$ cat config.mk
export PLATFORM = sky130hd
export DESIGN_NAME = meta_log_latest_record_scan
export DESIGN_NICKNAME = d
export VERILOG_FILES = /design/src/rtl/core/mllrs_pkg.sv /design/src/rtl/core/meta_log_latest_record_scan.sv
export SDC_FILE = /design/constraint.sdc
export NUM_CORES = 1
export LEC_CHECK = 0
export BUFFER_PORTS_ARGS = -buffer_cell sky130_fd_sc_hd__buf_4
export CORE_AREA = 3 3 171 173
export CTS_CLUSTER_SIZE = 25
export DETAILED_ROUTE_END_ITERATION = 7
export DIE_AREA = 0 0 174 176
export HOLD_SLACK_MARGIN = 0.02
export PLACE_DENSITY_LB_ADDON = 0.15
export SLEW_MARGIN = 20
export SYNTH_ARGS = -nofsm -noshare
export SYNTH_HDL_FRONTEND = slang
export SYNTH_SLANG_ARGS = --single-unit
$ cat constraint.sdc
create_clock -name clk -period 7.8 [get_ports clk]
set_input_delay 1.56 -clock clk [delete_from_list [all_inputs] [get_ports clk]]
set_output_delay 1.56 -clock clk [all_outputs]
set_load 0.03 [all_outputs]
$ cat src/rtl/core/mllrs_pkg.sv
package mllrs_pkg;

	// record words
	localparam logic [31:0] LogMagic   = 32'h4154_4D43;
	localparam logic [31:0] ErasedWord = 32'hFFFF_FFFF;
	localparam logic [7:0]  SlotCharA  = 8'h41;
	localparam logic [7:0]  SlotCharB  = 8'h42;

	// reflected crc-32, init and final xor all ones
	localparam logic [31:0] CrcPoly    = 32'hEDB8_8320;
	localparam logic [31:0] CrcAllOnes = 32'hFFFF_FFFF;

	// one input request: a 16-byte log record plus the last mark
	typedef struct packed {
		logic [31:0] rec_magic;
		logic [31:0] rec_sequence;
		logic [31:0] rec_slot_word;
		logic [31:0] rec_crc;
		logic        last_record;
	} rec_t;

	// one result request, given on the last record of a scan
	typedef struct packed {
		logic        found;
		logic        slot_is_b;
		logic [31:0] best_sequence;
	} res_t;

	// feed one little-endian word into the crc, bit by bit from the lsb;
	// linear in its inputs, so it reduces to a fixed xor network
	function automatic logic [31:0] crc_feed_word(input logic [31:0] crc_in,
			input logic [31:0] word);
		logic [31:0] crc;
		crc = crc_in;
		for (int i = 0; i < 32; i++) begin
			crc = (crc >> 1) ^ (CrcPoly & {32{crc[0] ^ word[i]}});
		end
		return crc;
	endfunction

	// crc state after the magic word; a record is only checked when its
	// magic matches, so the first four bytes are a constant
	localparam logic [31:0] CrcAfterMagic = crc_feed_word(CrcAllOnes, LogMagic);

	// crc of the twelve record bytes: magic, sequence, slot word
	function automatic logic [31:0] record_crc(input logic [31:0] sequence_word,
			input logic [31:0] slot_word);
		return crc_feed_word(crc_feed_word(CrcAfterMagic, sequence_word), slot_word)
			^ CrcAllOnes;
	endfunction

endpackage

$ cat src/rtl/core/meta_log_latest_record_scan.sv
// the result of a last record passes the record register and then the result register
// throughput: one record per cycle while no last record waits; the crc check and sequence compare sit in one
// stage between the record register and the scan state / result register
// a last record waits in the record register only while a result is still untaken
// reset (arst_n low, asynchronous): pipeline empty, scan state cleared, no result
module meta_log_latest_record_scan (
	input  logic               clk,
	input  logic               arst_n,
	input  logic               rec_valid,
	output logic               rec_ready,
	input  mllrs_pkg::rec_t    rec_data,
	output logic               res_valid,
	input  logic               res_ready,
	output mllrs_pkg::res_t    res_data
);

	logic              valid_s1;
	mllrs_pkg::rec_t   rec_s1;
	logic              fire_s1;

	logic              stopped_q;
	logic              have_best_q;
	logic [31:0]       best_seq_q;
	logic              best_slot_q;

	logic              res_valid_q;
	mllrs_pkg::res_t   res_q;

	logic [7:0]        slot_char;
	logic [31:0]       crc_calc;
	logic              is_erased;
	logic              rec_ok;
	logic              take;
	logic              have_n;
	logic [31:0]       seq_n;
	logic              slot_n;

	// a last record needs the result register free or draining
	assign fire_s1   = valid_s1 && (!rec_s1.last_record || !res_valid_q || res_ready);
	assign rec_ready = !valid_s1 || fire_s1;

	// record register: valid
	always_ff @(posedge clk or negedge arst_n) begin
		if (!arst_n) begin
			valid_s1 <= 1'b0;
		end else if (rec_ready) begin
			valid_s1 <= rec_valid;
		end
	end

	// record register: payload
	always_ff @(posedge clk) begin
		if (rec_valid && rec_ready) begin
			rec_s1 <= rec_data;
		end
	end

	// record check and best-record selection
	always_comb begin
		slot_char = rec_s1.rec_slot_word[7:0];
		crc_calc  = mllrs_pkg::record_crc(rec_s1.rec_sequence, rec_s1.rec_slot_word);
		is_erased = (rec_s1.rec_magic == mllrs_pkg::ErasedWord);
		rec_ok    = (rec_s1.rec_magic == mllrs_pkg::LogMagic)
			&& (crc_calc == rec_s1.rec_crc)
			&& ((slot_char == mllrs_pkg::SlotCharA) || (slot_char == mllrs_pkg::SlotCharB));
		take      = !stopped_q && rec_ok
			&& (!have_best_q || (rec_s1.rec_sequence > best_seq_q));
		have_n    = have_best_q || take;
		seq_n     = take ? rec_s1.rec_sequence : best_seq_q;
		slot_n    = take ? (slot_char == mllrs_pkg::SlotCharB) : best_slot_q;
	end

	// scan state, cleared after the last record
	always_ff @(posedge clk or negedge arst_n) begin
		if (!arst_n) begin
			stopped_q   <= 1'b0;
			have_best_q <= 1'b0;
			best_seq_q  <= '0;
			best_slot_q <= 1'b0;
		end else if (fire_s1) begin
			if (rec_s1.last_record) begin
				stopped_q   <= 1'b0;
				have_best_q <= 1'b0;
				best_seq_q  <= '0;
				best_slot_q <= 1'b0;
			end else begin
				stopped_q   <= stopped_q || is_erased;
				have_best_q <= have_n;
				best_seq_q  <= seq_n;
				best_slot_q <= slot_n;
			end
		end
	end

	// result register: valid
	always_ff @(posedge clk or negedge arst_n) begin
		if (!arst_n) begin
			res_valid_q <= 1'b0;
		end else if (fire_s1 && rec_s1.last_record) begin
			res_valid_q <= 1'b1;
		end else if (res_ready) begin
			res_valid_q <= 1'b0;
		end
	end

	// result register: payload
	always_ff @(posedge clk) begin
		if (fire_s1 && rec_s1.last_record) begin
			res_q.found         <= have_n;
			res_q.slot_is_b     <= have_n && slot_n;
			res_q.best_sequence <= have_n ? seq_n : '0;
		end
	end

	assign res_valid = res_valid_q;
	assign res_data  = res_q;

endmodule

==> impl_metrics.toml, run 1 <==
[die]
die_h_um = 176
die_w_um = 174
row_count = 61
ioPinCount = 169
start_util = 0.547
dieArea_um2 = 30600
coreArea_um2 = 27800

[logic_synthesis]
synth.top_cells.by_area = "edfxtp_1, xnor3_1, xnor2_1, dfrtp_1, xor2_1"
yosysSeqAreaShare = 0.383
ys_ff_latch = 200
synth_edf_count = 163
ys_warn_count = 0
synth_area_um2 = 15200
synth_cell_types = 56
yosysTopAreaCell = "edfxtp_1"
syn_nets = 1217
netlist_instances = 1052
synth.avg_cell_area_um2 = 14.4
ys.flop_type = "edfxtp_1"
postSynth.asyncResetShare = 0.185
synth.top_cell.area_share = 0.322

[clocking]
cts.clk_slew.worst_paths_ns = 0.08
cts_tree = "yes"
clock-root-buffer = "clkbuf_16"
cts.sinks = 200
clockBufferDepth = 2
cts_hold_buffers = 0
insertion_delay_ns = 0.45
ctsHtreeMaxLevel = 4
cts_made_buffers = 17

[route]
wl_um = 36800
vias = 9113
drt_pre_antenna_iters = 5
detail-route-antenna-nets = 0
drtIter0Drc = 685
wl_per_cell_um = 21.6
routed_via_density = 5.36
drc = 0

[cells_and_area]
seqCellArea_um2 = 5820
multiInputGateArea_um2 = 9200
layout-drive-gt1-share = 0.274
fillers = 2081
final_common_cell = "buf_4"
area.growth.synth_to_final_pct = 20.5
layout_common_cells = "buf_4, xnor2_1, edfxtp_1"
post-route-util = 0.659
num_antenna_cells = 0
layout.nets = 1475

[global_route]
grt-ovfl-total = 0
grt_max_degree = 83
grt_pass1_vias = 9403
grtUsageTotal = 0.243
antenna_found_initial = 1
grt_pass1_wl_um = 55600

[critical_path]
cp_slowest_stage_delay_ns = 0.56
cp_slowest_cell = "xnor3_2"
cp-start-kind = "flip-flop"
end_kind = "flip-flop"
criticalPathCategory = "flip-flop to flip-flop"
cp.required_ns = 7.99
worstPathCellList = "xnor3_2 -> xor3_2 -> xor2_4 -> xnor3_2 -> xor2_2 -> xnor3_1 -> xnor3_2 -> xnor3_1 -> xnor3_1 -> xnor3_1 -> xnor3_1 -> or3_1 -> o221ai_1 -> nand4_1 -> or3_1 -> nor3_4 -> buf_12 -> buf_12 -> mux2i_1 -> nor2_1"
cp_common_cell = "xnor3_1"
cp_data_arrival_time_ns = 7.77
crit_fanout = 11

[timing]
hold_viol_final = 0
slew_headroom = 0.354
finalCritPeriodShare = 0.972
rsz0062_at_grt = "false"
clock_skew_ns = 0.0199
holdWs_ns = 0.512
max_freq_ghz = 0.132
worst_pin_slew_ns = 0.969
setup_viol = 0
slew_violations = 0
min_period_ns = 7.58

[worst_hold_path]
hold_path_class = "flip-flop to flip-flop"

[place]
io_buffers = 168
gp_congestion = 0.943
hpwl_um = 29000

[job]
max_cap_viol_count = 0

[run_status]
outcome = "finished clean"
-- per-stage QoR --
stage	TNS, ns	std cells	setup WS, ns	cell area [um2]
after floorplan	0	1052	0.606	15200
after global placement	-0.542	1657	-0.0346	17500
after detailed placement	-2.29	1657	-0.104	17500
after CTS	0	1689	0.0234	18100
after global routing	0	1701	0.00106	18300
final	0	1701	0.220	18300
-- synth_stat cells, drive strengths merged, types with 2 or more instances --
| master | instances |
|---|---|
| nor2b | 8 |
| clkbuf | 7 |
| a221oi | 2 |
| edfxtp | 163 |
| or3 | 3 |
| nand2 | 9 |
| ha | 32 |
| nor4 | 11 |
| a21o | 3 |
| a21oi | 13 |
| buf | 20 |
| a22o | 32 |
| or2 | 6 |
| and3 | 4 |
| dfrtp | 37 |
| o221ai | 3 |
| xnor3 | 133 |
| inv | 36 |
| nor2 | 44 |
| o21ai | 10 |
| xor2 | 96 |
| and2 | 2 |
| nand3 | 5 |
| xnor2 | 255 |
| nand2b | 11 |
| mux2i | 36 |
| nand3b | 3 |
| xor3 | 26 |
| nor3 | 7 |
| nor4b | 2 |
| nand4 | 20 |
| and4 | 2 |
-- flip-flops by register name, indices dropped and copies added, names as in the netlist --
signal and cells:
best_seq_q 32, best_slot_q 1, have_best_q 1, rec_s1 129
res_data 34, res_valid 1, stopped_q 1, valid_s1 1
-- what timing repair did --
action / in CTS / in global routing
setup endpoints to repair: 63 / 67
setup buffers: 0 / 12
resized for setup: 3 / 14
gates cloned: 0 / 0
-- per-layer routing --
| metal | wire (um) | part of all wire | GRT usage | vias up |
|---|---|---|---|---|
| met5 | 15 | 0.00041 | 0 | - |
| met4 | 1040 | 0.028 | 0.0761 | 2 |
| met3 | 2260 | 0.061 | 0.0473 | 61 |
| met2 | 17800 | 0.48 | 0.403 | 315 |
| met1 | 15600 | 0.42 | 0.327 | 4495 |
| li1 | - | - | - | 4240 |
-- critical path, delay by kind of cell (launching register included) --
kind            cells  cell delay [ns]
compound gates      1             0.20
xor+xnor           11             4.72
simple gates        5             1.35
mux                 1             0.20
buf+inv             2             0.32
flops               1             0.52
-- worst paths after layout --
check	from	endpoint	slack (ns)	cells after the start
worst min register to register	best_slot_q	best_slot_q	0.51	2
worst max-delay path	rec_s1[69]	res_data[24]	0.22	20
worst max register to register	rec_s1[69]	res_data[24]	0.22	20
min in group asynchronous	arst_n	valid_s1	1.07	1
max in group asynchronous	arst_n	best_seq_q[19]	6.35	1
worst min-delay path	best_slot_q	best_slot_q	0.51	2
-- cells by family (layout without fill, tap and decap cells) --
logic type               after synthesis  count (layout)  synth area share
AO/OA/AOI/OAI                         70              70            0.0346
XOR/XNOR                             510             510             0.462
adder cells (fa/ha/maj)               32              32            0.0264
buffers and inverters                 63             334            0.0184
flip-flops                           200             200             0.383
multiplexers                          36              36            0.0237
AND/OR/NAND/NOR                      141             141            0.0516
-- layout make-up --
type                       instances  share of cell area
clock buffer                      17              0.0232
clock inverter                    15             0.00957
inverter                          36             0.00738
multi-input combinational        789               0.503
sequential                       200               0.318
tap                              378              0.0258
timing repair buffer             266               0.113
Power of run 1 is left out: the tool's default activity adds up to more than one toggle a clock period on the data nets, which glitch-free logic cannot reach.
==> inputs of run 2 (changes only) <==
--- a/config.mk
+++ b/config.mk
@@ -6,10 +6,11 @@
 export NUM_CORES = 1
 export LEC_CHECK = 0
 export BUFFER_PORTS_ARGS = -buffer_cell sky130_fd_sc_hd__buf_4
-export CORE_AREA = 3 3 171 173
-export CTS_CLUSTER_SIZE = 25
+export CORE_AREA = 3 3 179 181
+export CTS_BUF_LIST = sky130_fd_sc_hd__clkbuf_2
+export CTS_CLUSTER_SIZE = 12
 export DETAILED_ROUTE_END_ITERATION = 7
-export DIE_AREA = 0 0 174 176
+export DIE_AREA = 0 0 182 184
 export HOLD_SLACK_MARGIN = 0.02
 export PLACE_DENSITY_LB_ADDON = 0.15
 export SLEW_MARGIN = 20
==> run 2 against run 1 <==
  * Cell area increased by 0.12%
  * Count of clock-buffer cells in the layout increased by 1
  * Sequential share of layout area barely moved
  * Critical path depth did not move
  * Global-route usage down 1.6 points
  * Non-clock buffer count increased by 36
  * Hold slack improved by 0.046 ns
  * Routed wire length grew 3.2%
  * Critical endpoint is now res_data[26]
==> impl_metrics.toml, run 2 (same netlist as run 1, synthesis figures left out) <==
[run_status]
outcome = "finished clean"

[die]
die_w_um = 182
row_count = 64
dieArea_um2 = 33500
start_util = 0.497
ioPinCount = 169
coreArea_um2 = 30600
die_h_um = 184

[timing]
slew_violations = 0
finalCritPeriodShare = 0.966
clock_skew_ns = 0.0856
hold_viol_final = 0
min_period_ns = 7.53
slew_headroom = 0.424
worst_pin_slew_ns = 0.864
worst_slack_ns = 0.265
setup_viol = 0
max_freq_ghz = 0.133

[route]
routed_via_density = 5.25
detail-route-antenna-nets = 0
wl_per_cell_um = 21.6
wl_um = 38000
drtIter0Drc = 600
drc = 0
vias = 9211
drt_pre_antenna_iters = 7

[cells_and_area]
layout_common_cells = "buf_4, xnor2_1, edfxtp_1"
regMostFlops = "rec_s1"
largest_register_ffs = 129
area.growth.synth_to_final_pct = 20.6
multiInputGateArea_um2 = 9270
fin_area_um2 = 18300
final_common_cell = "buf_4"
layout-drive-gt1-share = 0.303
fillers = 2481
layout.nets = 1511
seqCellArea_um2 = 5820
post-route-util = 0.599

[critical_path]
cp.required_ns = 8.47
critPathBufInv = 2
cp_slowest_stage_delay_ns = 0.57
cp_slowest_cell = "xor3_2"
cp_data_arrival_time_ns = 8.21
cp_common_cell = "xnor3_1"
ff2ff_path_depth = 20
worstReg2RegEnd = "res_data[26]"
criticalPathCategory = "flip-flop to flip-flop"
cp-start-kind = "flip-flop"
end_kind = "flip-flop"
crit_family = "XOR/XNOR gates"
rrSetupSlack_ns = 0.27
crit_fanout = 11
r2r-start = "rec_s1[69]"
worstPathCellList = "xnor3_2 -> xor3_2 -> xnor2_2 -> xor3_2 -> xnor3_1 -> xor2_1 -> xnor3_1 -> xnor2_2 -> xnor3_1 -> xnor2_2 -> xnor3_1 -> xnor3_1 -> nor3_1 -> nor2_1 -> or4b_4 -> nor3_4 -> buf_12 -> buf_12 -> mux2i_1 -> nor2_1"

[clocking]
cts.clk_slew.worst_paths_ns = 0.34
ctsHtreeMaxLevel = 4
insertion_delay_ns = 0.93
clock-root-buffer = "clkbuf_2"
clockBufferDepth = 2
cts_made_buffers = 17
cts_tree = "yes"
cts.sinks = 200

[job]
max_cap_viol_count = 0

[global_route]
grtUsageTotal = 0.227
grt-ovfl-total = 0
antenna_found_initial = 1
grt_pass1_wl_um = 56300
grt_pass1_vias = 9289
grt_max_degree = 70

[place]
io_buffers = 168
place_ws_ns = -0.131
hpwl_um = 29900
place_area_um2 = 17700
gp_congestion = 0.911

[worst_hold_path]
hold_path_class = "primary input to asynchronous set/reset pin"
-- run 2: cell types whose count changed in the layout (fill, tap and decap cells not counted), sizes merged --
cell / change
buf: +36
clkbuf: +1
inv: -1
diode: +1
-- run 2: stage by stage --
step,setup TNS [ns],cells,hold WS [ns]
floorplan,0,1052,0.464
global placement,-10.63,1691,0.482
detailed placement,-4.18,1691,0.494
CTS,0,1727,0.495
global route,-0.0758,1756,0.517
finish,0,1756,0.558
-- run 2: final cells by class --
cell class,instances,area share
multi-input cells,789,0.506
flip-flops and latches,200,0.318
repair buffers,302,0.128
well taps,396,0.0270
clock inverters,14,0.00874
inverters,36,0.00737
clock buffers,18,0.00492
diodes,1,0.000137
-- run 2: metal layers --
layer | wire length, um | vias to the layer above | track usage
li1 | - | 4321 | -
met1 | 16700 | 4568 | 0.316
met2 | 18400 | 294 | 0.372
met3 | 2200 | 28 | 0.0427
met4 | 629 | 0 | 0.0545
met5 | 0 | - | 0
-- run 2: what timing repair did --
action                     CTS  global route
hold buffers                 0             0
gates resized for setup      3            28
setup endpoints to repair   67            68
setup buffers                4            28
pin swaps                    0             7
-- run 2: worst max path at each step --
stage | startpoint | end | cells past startpoint
CTS | rec_s1[72] | res_data[26] | 20
finish | rec_s1[69] | res_data[26] | 20
global placement | rec_s1[75] | res_data[5] | 21
floorplan | rec_s1[68] | res_data[21] | 20
detailed placement | rec_s1[75] | res_data[26] | 21
global route | rec_s1[72] | res_data[8] | 21
-- run 2: worst reg2reg max path: cells and delay by family, from the launching register on --
family	cells	cell delay (ns)
flip-flops	1	0.52
buffers and inverters	2	0.34
multiplexers	1	0.23
AND/OR/NAND/NOR	5	1.12
XOR/XNOR	12	5.12
Power of run 2 is left out for the same reason.
